==> src/hdl/rrtla_pkg.sv <==
`timescale 1ns / 1ps

package rrtla_pkg;

    // Fixed field widths of the command and result ports
    localparam int OPCODE_W     = 2;
    localparam int LOCK_ID_W    = 3;
    localparam int THREAD_ID_W  = 3;
    localparam int HOLDER_NOW_W = 4;

    // Default sizing
    localparam int DEF_LOCKS   = 8;
    localparam int DEF_THREADS = 8;

    typedef enum logic [OPCODE_W-1:0] {
        OP_REQUEST = 2'd0,
        OP_RELEASE = 2'd1,
        OP_QUERY   = 2'd2,
        OP_PASS    = 2'd3
    } t_opcode;

    // Status handed from the operation unit to the top level
    typedef struct packed {
        logic wr_en;
        logic granted;
    } t_op_flags;

endpackage

==> src/hdl/rrtla_lock_store.sv <==
`timescale 1ns / 1ps

module rrtla_lock_store
    import rrtla_pkg::*;
#(
    parameter int LOCKS   = DEF_LOCKS,
    parameter int THREADS = DEF_THREADS,
    localparam int LW     = (LOCKS > 1) ? $clog2(LOCKS) : 1,
    localparam int HW     = $clog2(THREADS + 1)
) (
    input  logic               i_clk,
    input  logic               i_rst_n,
    input  logic               i_rd_en,
    input  logic [LW-1:0]      i_rd_addr,
    output logic [THREADS-1:0] o_rd_req,
    output logic [HW-1:0]      o_rd_holder,
    input  logic               i_wr_en,
    input  logic [LW-1:0]      i_wr_addr,
    input  logic [THREADS-1:0] i_wr_req,
    input  logic [HW-1:0]      i_wr_holder
);

    logic [THREADS-1:0] r_req_mem  [0:LOCKS-1];
    logic [HW-1:0]      r_hold_mem [0:LOCKS-1];
    logic [LOCKS-1:0]   r_valid;
    logic [THREADS-1:0] r_rd_req;
    logic [HW-1:0]      r_rd_holder;
    logic               r_rd_vld;

    always_ff @(posedge i_clk) begin
        if (i_wr_en) begin
            r_req_mem[i_wr_addr]  <= i_wr_req;
            r_hold_mem[i_wr_addr] <= i_wr_holder;
        end
    end

    always_ff @(posedge i_clk) begin
        if (i_rd_en) begin
            r_rd_req    <= r_req_mem[i_rd_addr];
            r_rd_holder <= r_hold_mem[i_rd_addr];
            r_rd_vld    <= r_valid[i_rd_addr];
        end
    end

    // Entry valid bits: an entry never written reads as its reset value
    always_ff @(posedge i_clk) begin
        if (!i_rst_n) begin
            r_valid <= '0;
        end else if (i_wr_en) begin
            r_valid[i_wr_addr] <= 1'b1;
        end
    end

    assign o_rd_req    = r_rd_vld ? r_rd_req : '0;
    assign o_rd_holder = r_rd_vld ? r_rd_holder : HW'(THREADS);

endmodule

==> src/hdl/rrtla_op_unit.sv <==
`timescale 1ns / 1ps

module rrtla_op_unit
    import rrtla_pkg::*;
#(
    parameter int LOCKS   = DEF_LOCKS,
    parameter int THREADS = DEF_THREADS,
    localparam int HW     = $clog2(THREADS + 1)
) (
    input  t_opcode                  i_opcode,
    input  logic [LOCK_ID_W-1:0]     i_lock_id,
    input  logic [THREAD_ID_W-1:0]   i_thread_id,
    input  logic [THREADS-1:0]       i_req,
    input  logic [HW-1:0]            i_holder,
    output logic [THREADS-1:0]       o_req,
    output logic [HW-1:0]            o_holder,
    output t_op_flags                o_flags,
    output logic [HOLDER_NOW_W-1:0]  o_holder_now
);

    localparam logic [HW-1:0] NONE = HW'(THREADS);

    logic                         lock_ok;
    logic                         thread_ok;
    logic [HW-1:0]                t_id;
    logic [THREADS-1:0]           t_bit;
    logic [THREADS-1:0]           req_new;
    logic [THREADS-1:0]           above;
    logic [HW-1:0]                claimed;
    logic [HW-1:0]                first_above;
    logic [HW-1:0]                first_any;
    logic                         any_above;
    logic [HW-1:0]                next_holder;
    logic [HW-1:0]                h_new;
    logic [HW+HOLDER_NOW_W-1:0]   h_wide;

    assign lock_ok   = int'(i_lock_id) < LOCKS;
    assign thread_ok = int'(i_thread_id) < THREADS;
    assign t_id      = HW'(i_thread_id);
    assign t_bit     = {{(THREADS-1){1'b0}}, 1'b1} << i_thread_id;
    assign claimed   = (i_holder == NONE) ? t_id : i_holder;

    always_comb begin
        case (i_opcode)
            OP_REQUEST: req_new = i_req | t_bit;
            OP_RELEASE: req_new = i_req & ~t_bit;
            default:    req_new = i_req;
        endcase
    end

    // Round-robin pick: first requester above the thread, else lowest overall
    always_comb begin
        first_above = NONE;
        first_any   = NONE;
        for (int i = THREADS - 1; i >= 0; i--) begin
            above[i] = req_new[i] && (i > int'(i_thread_id));
            if (above[i]) begin
                first_above = HW'(i);
            end
            if (req_new[i]) begin
                first_any = HW'(i);
            end
        end
    end

    assign any_above   = |above;
    assign next_holder = any_above ? first_above : first_any;

    always_comb begin
        unique case (i_opcode)
            OP_REQUEST, OP_QUERY: h_new = claimed;
            OP_RELEASE, OP_PASS:  h_new = (claimed == t_id) ? next_holder : claimed;
            default:              h_new = claimed;
        endcase
    end

    always_comb begin
        o_req         = req_new;
        o_holder      = h_new;
        o_flags.wr_en = 1'b0;
        o_flags.granted = 1'b0;
        h_wide        = '0;
        if (!lock_ok) begin
            h_wide = (HW + HOLDER_NOW_W)'(THREADS);
        end else if (!thread_ok) begin
            h_wide = {{HOLDER_NOW_W{1'b0}}, i_holder};
        end else begin
            o_flags.wr_en   = 1'b1;
            o_flags.granted = (h_new == t_id);
            h_wide          = {{HOLDER_NOW_W{1'b0}}, h_new};
        end
        o_holder_now = h_wide[HOLDER_NOW_W-1:0];
    end

endmodule

==> src/hdl/round_robin_token_lock_arbiter_core.sv <==
`timescale 1ns / 1ps

// Round-robin token lock arbiter. Each lock keeps a bitmap of requesting threads and
// a holder. An item is a command (request, release, query, pass) on one lock for one
// thread; every item returns exactly one result: whether that thread now holds the
// lock, and who holds it (the value THREADS means free). The block takes an item in
// every cycle: busy is always low. A result appears on o_granted / o_holder_now with
// o_valid high for exactly one cycle and cannot be held off, so capture it on that
// cycle. Items pass the stage and result registers; per item the lock store does one
// read-modify-write: the entry is read at the accepting edge, updated in the
// following cycle and written back, with the write of the item before forwarded to
// it. Locks come out of reset free with no requests; no clearing pass is needed.
module round_robin_token_lock_arbiter_core
    import rrtla_pkg::*;
#(
    parameter int LOCKS   = DEF_LOCKS,
    parameter int THREADS = DEF_THREADS
) (
    input  logic                     i_clk,
    input  logic                     i_rst_n,
    input  logic                     start,
    output logic                     busy,
    input  logic [OPCODE_W-1:0]      i_opcode,
    input  logic [LOCK_ID_W-1:0]     i_lock_id,
    input  logic [THREAD_ID_W-1:0]   i_thread_id,
    output logic                     o_valid,
    output logic                     o_granted,
    output logic [HOLDER_NOW_W-1:0]  o_holder_now
);

    localparam int LW = (LOCKS > 1) ? $clog2(LOCKS) : 1;
    localparam int HW = $clog2(THREADS + 1);

    logic                        accept;
    logic [LW+LOCK_ID_W-1:0]     in_addr_wide;
    logic [LW+LOCK_ID_W-1:0]     stg_addr_wide;
    logic [LW-1:0]               in_addr;
    logic [LW-1:0]               stg_addr;

    // Stage register: the item being worked on
    logic                        r_stg_vld;
    t_opcode                     r_opcode;
    logic [LOCK_ID_W-1:0]        r_lock;
    logic [THREAD_ID_W-1:0]      r_thread;

    // Last write to the store, forwarded to the next item
    logic                        r_fwd_vld;
    logic [LW-1:0]               r_fwd_addr;
    logic [THREADS-1:0]          r_fwd_req;
    logic [HW-1:0]               r_fwd_holder;

    // Result register
    logic                        r_out_vld;
    logic                        r_granted;
    logic [HOLDER_NOW_W-1:0]     r_holder_now;

    logic [THREADS-1:0]          rd_req;
    logic [HW-1:0]               rd_holder;
    logic                        use_fwd;
    logic [THREADS-1:0]          cur_req;
    logic [HW-1:0]               cur_holder;
    logic [THREADS-1:0]          new_req;
    logic [HW-1:0]               new_holder;
    t_op_flags                   flags;
    logic [HOLDER_NOW_W-1:0]     holder_now;
    logic                        wr_en;

    // Never stalls: an item can be taken every cycle
    assign busy   = 1'b0;
    assign accept = start && !busy;

    assign in_addr_wide  = {{LW{1'b0}}, i_lock_id};
    assign in_addr       = in_addr_wide[LW-1:0];
    assign stg_addr_wide = {{LW{1'b0}}, r_lock};
    assign stg_addr      = stg_addr_wide[LW-1:0];

    rrtla_lock_store #(
        .LOCKS   (LOCKS),
        .THREADS (THREADS)
    ) u_store (
        .i_clk       (i_clk),
        .i_rst_n     (i_rst_n),
        .i_rd_en     (accept),
        .i_rd_addr   (in_addr),
        .o_rd_req    (rd_req),
        .o_rd_holder (rd_holder),
        .i_wr_en     (wr_en),
        .i_wr_addr   (stg_addr),
        .i_wr_req    (new_req),
        .i_wr_holder (new_holder)
    );

    // The store read at the accepting edge misses the write done on that same edge
    assign use_fwd    = r_fwd_vld && (r_fwd_addr == stg_addr);
    assign cur_req    = use_fwd ? r_fwd_req : rd_req;
    assign cur_holder = use_fwd ? r_fwd_holder : rd_holder;

    rrtla_op_unit #(
        .LOCKS   (LOCKS),
        .THREADS (THREADS)
    ) u_op (
        .i_opcode     (r_opcode),
        .i_lock_id    (r_lock),
        .i_thread_id  (r_thread),
        .i_req        (cur_req),
        .i_holder     (cur_holder),
        .o_req        (new_req),
        .o_holder     (new_holder),
        .o_flags      (flags),
        .o_holder_now (holder_now)
    );

    assign wr_en = r_stg_vld && flags.wr_en;

    // Control state
    always_ff @(posedge i_clk) begin
        if (!i_rst_n) begin
            r_stg_vld <= 1'b0;
            r_fwd_vld <= 1'b0;
            r_out_vld <= 1'b0;
        end else begin
            r_stg_vld <= accept;
            r_fwd_vld <= wr_en;
            r_out_vld <= r_stg_vld;
        end
    end

    // Payload: capture the item, hold the forwarded entry, register the result
    always_ff @(posedge i_clk) begin
        if (accept) begin
            r_opcode <= t_opcode'(i_opcode);
            r_lock   <= i_lock_id;
            r_thread <= i_thread_id;
        end
        if (wr_en) begin
            r_fwd_addr   <= stg_addr;
            r_fwd_req    <= new_req;
            r_fwd_holder <= new_holder;
        end
        if (r_stg_vld) begin
            r_granted    <= flags.granted;
            r_holder_now <= holder_now;
        end
    end

    assign o_valid      = r_out_vld;
    assign o_granted    = r_granted;
    assign o_holder_now = r_holder_now;

    // Every accepted item gives exactly one result
    a_one_result: assert property (@(posedge i_clk) disable iff (!i_rst_n)
        r_stg_vld |=> o_valid)
        else $error("item in the stage produced no result");

    a_no_spurious: assert property (@(posedge i_clk) disable iff (!i_rst_n)
        !r_stg_vld |=> !o_valid)
        else $error("result strobe without an item");

    // A granted thread must be the reported holder
    a_grant_holder: assert property (@(posedge i_clk) disable iff (!i_rst_n)
        r_stg_vld && flags.granted |=>
            o_holder_now == {{(HOLDER_NOW_W-THREAD_ID_W){1'b0}}, $past(r_thread)})
        else $error("granted, but holder differs from thread");

    // A free lock is taken by a request or query from a valid thread
    a_free_claim: assert property (@(posedge i_clk) disable iff (!i_rst_n)
        r_stg_vld && flags.wr_en && (cur_holder == HW'(THREADS))
            && (r_opcode == OP_REQUEST || r_opcode == OP_QUERY) |=> o_granted)
        else $error("free lock not granted");

endmodule
==> config.mk <==
export PLATFORM = sky130hd
export DESIGN_NAME = round_robin_token_lock_arbiter_core
export DESIGN_NICKNAME = d
export VERILOG_FILES = /design/src/hdl/rrtla_pkg.sv /design/src/hdl/rrtla_lock_store.sv /design/src/hdl/rrtla_op_unit.sv /design/src/hdl/round_robin_token_lock_arbiter_core.sv
export SDC_FILE = /design/constraint.sdc
export NUM_CORES = 1
export LEC_CHECK = 0
export BUFFER_PORTS_ARGS = -buffer_cell sky130_fd_sc_hd__buf_4
export CORE_ASPECT_RATIO = 1.2
export CORE_MARGIN = 2
export CORE_UTILIZATION = 50
export CTS_BUF_LIST = sky130_fd_sc_hd__clkbuf_8
export CTS_CLUSTER_DIAMETER = 120
export DETAILED_ROUTE_END_ITERATION = 10
export PLACE_DENSITY = 0.67
export SLEW_MARGIN = 20
export SYNTH_ARGS = -nofsm -noshare
export SYNTH_HDL_FRONTEND = slang
export SYNTH_HIERARCHICAL = 1
export SYNTH_SLANG_ARGS = --single-unit
export TNS_END_PERCENT = 10
==> constraint.sdc <==
create_clock -name i_clk -period 6 [get_ports i_clk]
set_input_delay 1.2 -clock i_clk [delete_from_list [all_inputs] [get_ports i_clk]]
set_output_delay 1.2 -clock i_clk [all_outputs]
set_load 0.02 [all_outputs]
==> results.py, run 1 <==
metrics = {
    "outcome": {
        "status": "completed",
    },
    "final_layout": {
        "design_area_mm2": 0.00711,
        "drive_gt1_share_pct": 24.1,
        "diodes": 0,
        "area_growth_pct": 9.40,
        "n_fill_cell": 970,
        "nets": 384,
    },
    "clocking": {
        "cts_tree": "built",
        "clk_latency_ns": 0.42,
        "cts_root_buffer": "clkbuf_8",
        "cts.sinks": 148,
        "cts_made_buffers": 17,
        "cts_setup_buffers": 0,
        "clock_path_buffers": 2,
        "path_clk_slew_ns": 0.08,
        "htree_levels": 4,
        "cts_resized": 0,
        "ctsHoldBuffers": 0,
    },
    "synth": {
        "synth_compound_area_share_pct": 4.64,
        "synthCells": 358,
        "syn-cell-area_mm2": 0.00650,
        "synth_nets": 369,
        "synth_seq_cells": 148,
        "synth_fa_ha_area_share_pct": 0,
        "seq_area_frac_synth_pct": 66.7,
        "synth_edf_count": 137,
        "synthSimpleGateAreaFrac_pct": 7.70,
        "muxShareOfSynthArea_pct": 16.8,
        "ys_types": 59,
        "synth_ff_type": "edfxtp_1",
        "synth_top_family_by_area": "multiplexers",
        "avgSynthCellArea_um2": 18.1,
        "synth-xor-area-share_pct": 0.539,
        "synth_async_sr_flop_share_pct": 0,
        "yosysWarnings": 6,
    },
    "global_route": {
        "grt_max_degree": 28,
        "antenna_found_initial": 0,
        "grt_pass1_vias": 3231,
        "globalRouteTotalUtil_pct": 18.2,
        "grt_overflow": 0,
        "grt_pass1_wl_um": 18300,
    },
    "timing": {
        "report.final.setup_viol": 0,
        "finClkSkew_ns": 0.0128,
        "min_period_ns": 4.18,
        "hold_slack_ns": 0.467,
        "rsz0062_at_grt": "false",
        "period_share_pct": 69.7,
        "relSlewSlack_pct": 36.0,
        "fin_setup_tns_ns": 0,
        "max_freq_ghz": 0.239,
        "tightest_slew_ns": 0.959,
        "finalHoldViolations": 0,
        "drv_slew": 0,
    },
    "worst_setup_path": {
        "crit_path_max_fanout": 12,
        "worst-setup-path-type": "flip-flop to flip-flop",
        "r2r_start": "r_lock[0]",
        "critical_path_required_ns": 6.17,
        "cp-end-kind": "flip-flop",
        "r2r_cells": 10,
        "critPathLaunch": "r_lock[0]",
        "crit_end": "o_granted",
        "reg2reg_to": "o_granted",
        "crit_arrival_ns": 4.35,
        "crit_path_start_kind": "flip-flop",
        "reg2reg_setup_slack_ns": 1.82,
    },
    "detailed_routing": {
        "via_per_inst": 6.00,
        "ant_nets": 0,
        "vias": 3301,
        "drc": 0,
        "drt_iter0_markers": 268,
        "wl_um": 11900,
        "wire_per_inst_um": 21.6,
        "firstDrtPassIters": 6,
    },
    "floorplanning": {
        "dieArea_mm2": 0.0139,
        "initial_core_util_pct": 51.3,
        "coreArea_mm2": 0.0127,
        "rows": 45,
        "fp.dieH_um": 129,
        "io_pins": 18,
        "dieWidth_um": 108,
    },
    "power_and_ir_drop": {
        "p_per_area_mw_per_mm2": 292,
        "leakage_nw": 2.52,
        "ir_drop_v": 0.000169,
    },
    "min_path": {
        "min_path_type": "flip-flop to flip-flop",
    },
    "placement": {
        "port_buffers": 16,
        "dp_hpwl_um": 7440,
        "place_area_mm2": 0.00674,
        "gp_congestion": 0.916,
    },
    "flow_run": {
        "drv_cap": 0,
    },
}
[through the flow]
step                std cells  utilization (%)  power, mW  worst slack [ns]
CTS                       550             56.1       2.09              1.87
floorplan                 358                -       1.33              2.82
global placement          517             53.0       1.37              2.12
detailed placement        518             53.2       1.38              1.90
global route              550             56.1       2.16              1.60
finish                    550             56.1       2.08              1.82
[worst max-delay path, stage by stage (launching register included)]
cell       delay, ns
edfxtp_1        0.59
xnor2_1         0.28
nand4_2         0.48
mux2_4          0.51
or4b_1          0.54
o41ai_1         0.09
and3_1          0.40
nand2_1         0.11
o2bb2ai_1       0.55
a21oi_1         0.16
and4b_1         0.23
[layout by cell type (no fill, tap or decap), drive strengths merged, types with 5 or more instances in the layout]
| cell type | synthesis | layout |
|---|---|---|
| a21oi | 10 | 10 |
| inv | 11 | 20 |
| buf | 20 | 20 |
| o21ai | 6 | 6 |
| mux2i | 6 | 6 |
| o21a | 8 | 8 |
| mux2 | 27 | 27 |
| edfxtp | 137 | 137 |
| nor4b | 5 | 5 |
| and2 | 16 | 16 |
| nor2 | 7 | 7 |
| clkbuf | 4 | 17 |
| dfxtp | 11 | 11 |
| mux4 | 26 | 26 |
[layer usage]
metal / track usage [%] / vias up / wire (um)
met5: 0 / - / 0
met4: 5.66 / 0 / 208
met3: 4.20 / 16 / 571
met2: 30.1 / 108 / 5880
met1: 24.3 / 1694 / 5240
li1: - / 1483 / -
[logic make-up (layout without fill, tap and decap cells)]
group / after synthesis / count (layout)
compound gates: 43 / 43
flops: 148 / 148
buf+inv: 35 / 63
mux: 59 / 59
simple gates: 67 / 67
other cells: 2 / 2
xor+xnor: 4 / 4
[worst min-delay path by stage]
stage,from,endpoint,depth (start not counted)
after floorplan,u_store/r_valid[1],u_store/r_valid[1],1
final,u_store/r_valid[4],u_store/r_valid[4],1
after global routing,u_store/r_valid[6],u_store/r_valid[6],1
after detailed placement,u_store/r_valid[4],u_store/r_valid[4],1
after CTS,u_store/r_valid[4],u_store/r_valid[4],1
after global placement,u_store/r_valid[6],u_store/r_valid[6],1
[synthesized netlist by cell type, types with 2 or more instances]
cell      instances  share of area [%]
a211o_1           2               0.27
a21oi_1          10               0.77
a221oi_1          2               0.27
a22o_1            2               0.27
and2_1           16                1.5
and3_1            2               0.19
and4b_1           4               0.62
and4bb_1          2               0.39
buf_2             3               0.23
buf_4             8               0.92
buf_6             8                1.4
clkbuf_1          4               0.23
conb_1            2               0.12
dfxtp_1          11                3.4
edfxtp_1        137                 63
inv_1             9               0.52
inv_2             2               0.12
mux2_2           16                2.8
mux2_4           11                2.5
mux2i_1           5               0.77
mux4_1           24                9.7
mux4_2            2               0.69
nand2_1           4               0.23
nand2b_1          2               0.19
nand3_1           3               0.23
nor2_1            7               0.40
nor2b_1           4               0.39
nor3_1            2               0.15
nor4b_1           4               0.54
nor4bb_1          3               0.46
o21a_1            8               0.92
o21ai_0           6               0.46
o21bai_1          3               0.35
or3_1             2               0.19
xnor2_1           4               0.54
[report_power, final]
group          switching [mW]  internal [mW]
clock                   0.356          0.366
sequential             0.0248           1.17
combinational          0.0912         0.0707
[registers in the layout (all words and copies together) (netlist names), 4 cells and up]
name / cells
u_store/r_rd_req: 8
u_store/r_rd_holder: 4
r_fwd_req: 8
u_store/r_valid: 8
u_store/r_req_mem: 64
o_holder_now: 4
u_store/r_hold_mem: 32
r_fwd_holder: 4
[final cells by class]
class / instances / area, um^2 / share of cell area, %
flip-flops and latches: 148 / 4330 / 61.0
multi-input cells: 175 / 2000 / 28.1
clock buffers: 17 / 234 / 3.29
well taps: 164 / 205 / 2.89
repair buffers: 20 / 158 / 2.22
clock inverters: 15 / 138 / 1.94
inverters: 11 / 41.3 / 0.581
Note: power is estimated with default switching activity, not from simulation.
==> run 2, diff against run 1 <==
==> constraint.sdc (replaced) <==
create_clock -name i_clk -period 3.9 [get_ports i_clk]
set_input_delay 0.78 -clock i_clk [delete_from_list [all_inputs] [get_ports i_clk]]
set_output_delay 0.78 -clock i_clk [all_outputs]
set_load 0.02 [all_outputs]
==> run 2 against run 1 <==
- via count grew 0.42%
- power grew 57%
- sequential share of layout area shrank 0.71 points
- cell area grew 1.2%
- cell count grew 1.6%
- critical endpoint unchanged
- highest routed layer unchanged
==> results.py, run 2 (synthesis gave the netlist of run 1 again) <==
metrics = {
    "detailed_routing": {
        "wire_per_inst_um": 22.0,
        "firstDrtPassIters": 5,
        "vias": 3315,
        "wl_um": 12300,
        "via_per_inst": 5.93,
        "drt_iter0_markers": 224,
        "drc": 0,
        "ant_nets": 0,
    },
    "final_layout": {
        "multiInputGateArea_mm2": 0.00199,
        "stdcell_count": 559,
        "layout_common_cells": "edfxtp_1, buf_4, mux4_1",
        "drive_gt1_share_pct": 25.6,
        "fin_util_pct": 56.8,
        "final_common_cell": "edfxtp_1",
        "nets": 394,
        "n_fill_cell": 968,
        "largest_reg_flops": 64,
        "diodes": 0,
        "reg_top3": "u_store/r_req_mem: 64 flops, u_store/r_hold_mem: 32 flops",
        "area_growth_pct": 10.7,
        "ff_latch_area_mm2": 0.00433,
        "design_area_mm2": 0.00719,
        "regMostFlops": "u_store/r_req_mem",
    },
    "worst_setup_path": {
        "critical_path_required_ns": 4.08,
        "r2r_start": "r_lock[0]",
        "critical_path.top_delay_family": "simple AND/OR/NAND/NOR gates",
        "worst-setup-path-type": "flip-flop to flip-flop",
        "cp-end-kind": "flip-flop",
        "r2r_cells": 10,
        "crit_top_cell": "xnor2_1",
        "reg2reg_to": "o_granted",
        "crit_arrival_ns": 3.58,
        "crit_path_max_fanout": 11,
        "crit_chain": "xnor2_1 > nand4_2 > mux2_4 > or4b_1 > o41ai_1 > and3_1 > o311ai_1 > a32o_2 > xnor2_1 > and4b_1",
        "max_stage_delay_ns": 0.54,
        "cpMaxStageDelayCell": "or4b_1",
        "crit_path_start_kind": "flip-flop",
        "timing.critical_path.buf_inv": 0,
        "reg2reg_setup_slack_ns": 0.51,
    },
    "timing": {
        "fin_setup_tns_ns": 0,
        "finalHoldViolations": 0,
        "finClkSkew_ns": 0.0115,
        "relSlewSlack_pct": 36.3,
        "drv_slew": 0,
        "max_freq_ghz": 0.295,
        "min_period_ns": 3.39,
        "period_share_pct": 87.0,
        "rsz0062_at_grt": "false",
        "tightest_slew_ns": 0.956,
        "hold_slack_ns": 0.461,
        "report.final.setup_viol": 0,
    },
    "min_path": {
        "min_from": "u_store/r_valid[3]",
        "hold_depth": 1,
        "min_path_type": "flip-flop to flip-flop",
        "hold_end": "u_store/r_valid[3]",
    },
    "clocking": {
        "cts_made_buffers": 17,
        "ctsHoldBuffers": 0,
        "cts_root_buffer": "clkbuf_8",
        "cts_resized": 0,
        "clock_path_buffers": 2,
        "cts_tree": "built",
        "cts.sinks": 148,
        "htree_levels": 4,
        "cts_setup_buffers": 0,
        "path_clk_slew_ns": 0.08,
        "clk_latency_ns": 0.43,
    },
    "floorplanning": {
        "coreArea_mm2": 0.0127,
        "io_pins": 18,
        "initial_core_util_pct": 51.3,
        "rows": 45,
        "fp.dieH_um": 129,
        "dieArea_mm2": 0.0139,
        "dieWidth_um": 108,
    },
    "placement": {
        "gp_congestion": 0.960,
        "dp_hpwl_um": 7720,
        "place_area_mm2": 0.00680,
        "placed_cells_incl_taps": 528,
        "port_buffers": 16,
    },
    "flow_run": {
        "drv_cap": 0,
    },
    "global_route": {
        "grt_pass1_vias": 3384,
        "globalRouteTotalUtil_pct": 18.9,
        "grt_pass1_wl_um": 18900,
        "antenna_found_initial": 0,
        "grt_overflow": 0,
        "grt_max_degree": 28,
    },
    "power_and_ir_drop": {
        "leakage_nw": 2.54,
        "ir_drop_v": 0.000209,
        "p_per_area_mw_per_mm2": 454,
    },
    "outcome": {
        "status": "completed",
    },
}
-- run 2: changes by cell type in the layout (fill, tap and decap cells not counted), sizes merged --
cell / change
clkinv: +2
inv: -7
clkinvlp: +3
buf: +10
bufinv: +1
-- run 2: worst max path at each step --
stage               startpoint        end  slack (ns)  cells past startpoint
global placement     r_lock[0]  o_granted        0.66                     10
detailed placement   r_lock[0]  o_granted        0.53                     10
floorplan            r_lock[0]  o_granted        0.72                     12
finish               r_lock[0]  o_granted        0.51                     10
CTS                  r_lock[0]  o_granted        0.50                     10
global route         r_lock[0]  o_granted        0.35                     10
-- run 2: metal layers --
layer / wire (um) / vias up / part of all wire (%) / GRT usage, %
met5: 0 / - / 0 / 0
met2: 6230 / 101 / 51 / 31.4
met4: 187 / 0 / 1.5 / 7.16
met1: 5370 / 1696 / 44 / 24.4
met3: 530 / 17 / 4.3 / 4.05
li1: - / 1501 / - / -
-- run 2: layout make-up --
| class | instances | share of cell area, % |
|---|---|---|
| repair buffers | 30 | 3.13 |
| clock buffers | 17 | 3.25 |
| well taps | 164 | 2.85 |
| multi-input cells | 175 | 27.7 |
| inverters | 11 | 0.574 |
| flip-flops and latches | 148 | 60.3 |
| clock inverters | 14 | 2.26 |
-- run 2: where the power goes --
group / switching (mW) / internal (mW)
Combinational: 0.162 / 0.117
Clock: 0.545 / 0.624
Sequential: 0.0206 / 1.80
Total: 0.728 / 2.54
-- run 2: per-stage QoR --
stage	worst slack [ns]	total power, mW
6_report	0.505	3.27
3_3_place_gp	0.658	2.12
5_1_grt	0.347	3.38
2_1_floorplan	0.718	2.05
3_5_place_dp	0.528	2.13
4_1_cts	0.498	3.30
-- run 2: worst reg2reg max path, delay by kind of cell, from the launching register on --
kind | cells | cell delay, ns
simple gates | 4 | 1.38
xor+xnor | 2 | 0.41
compound gates | 3 | 0.56
mux | 1 | 0.39
flops | 1 | 0.42
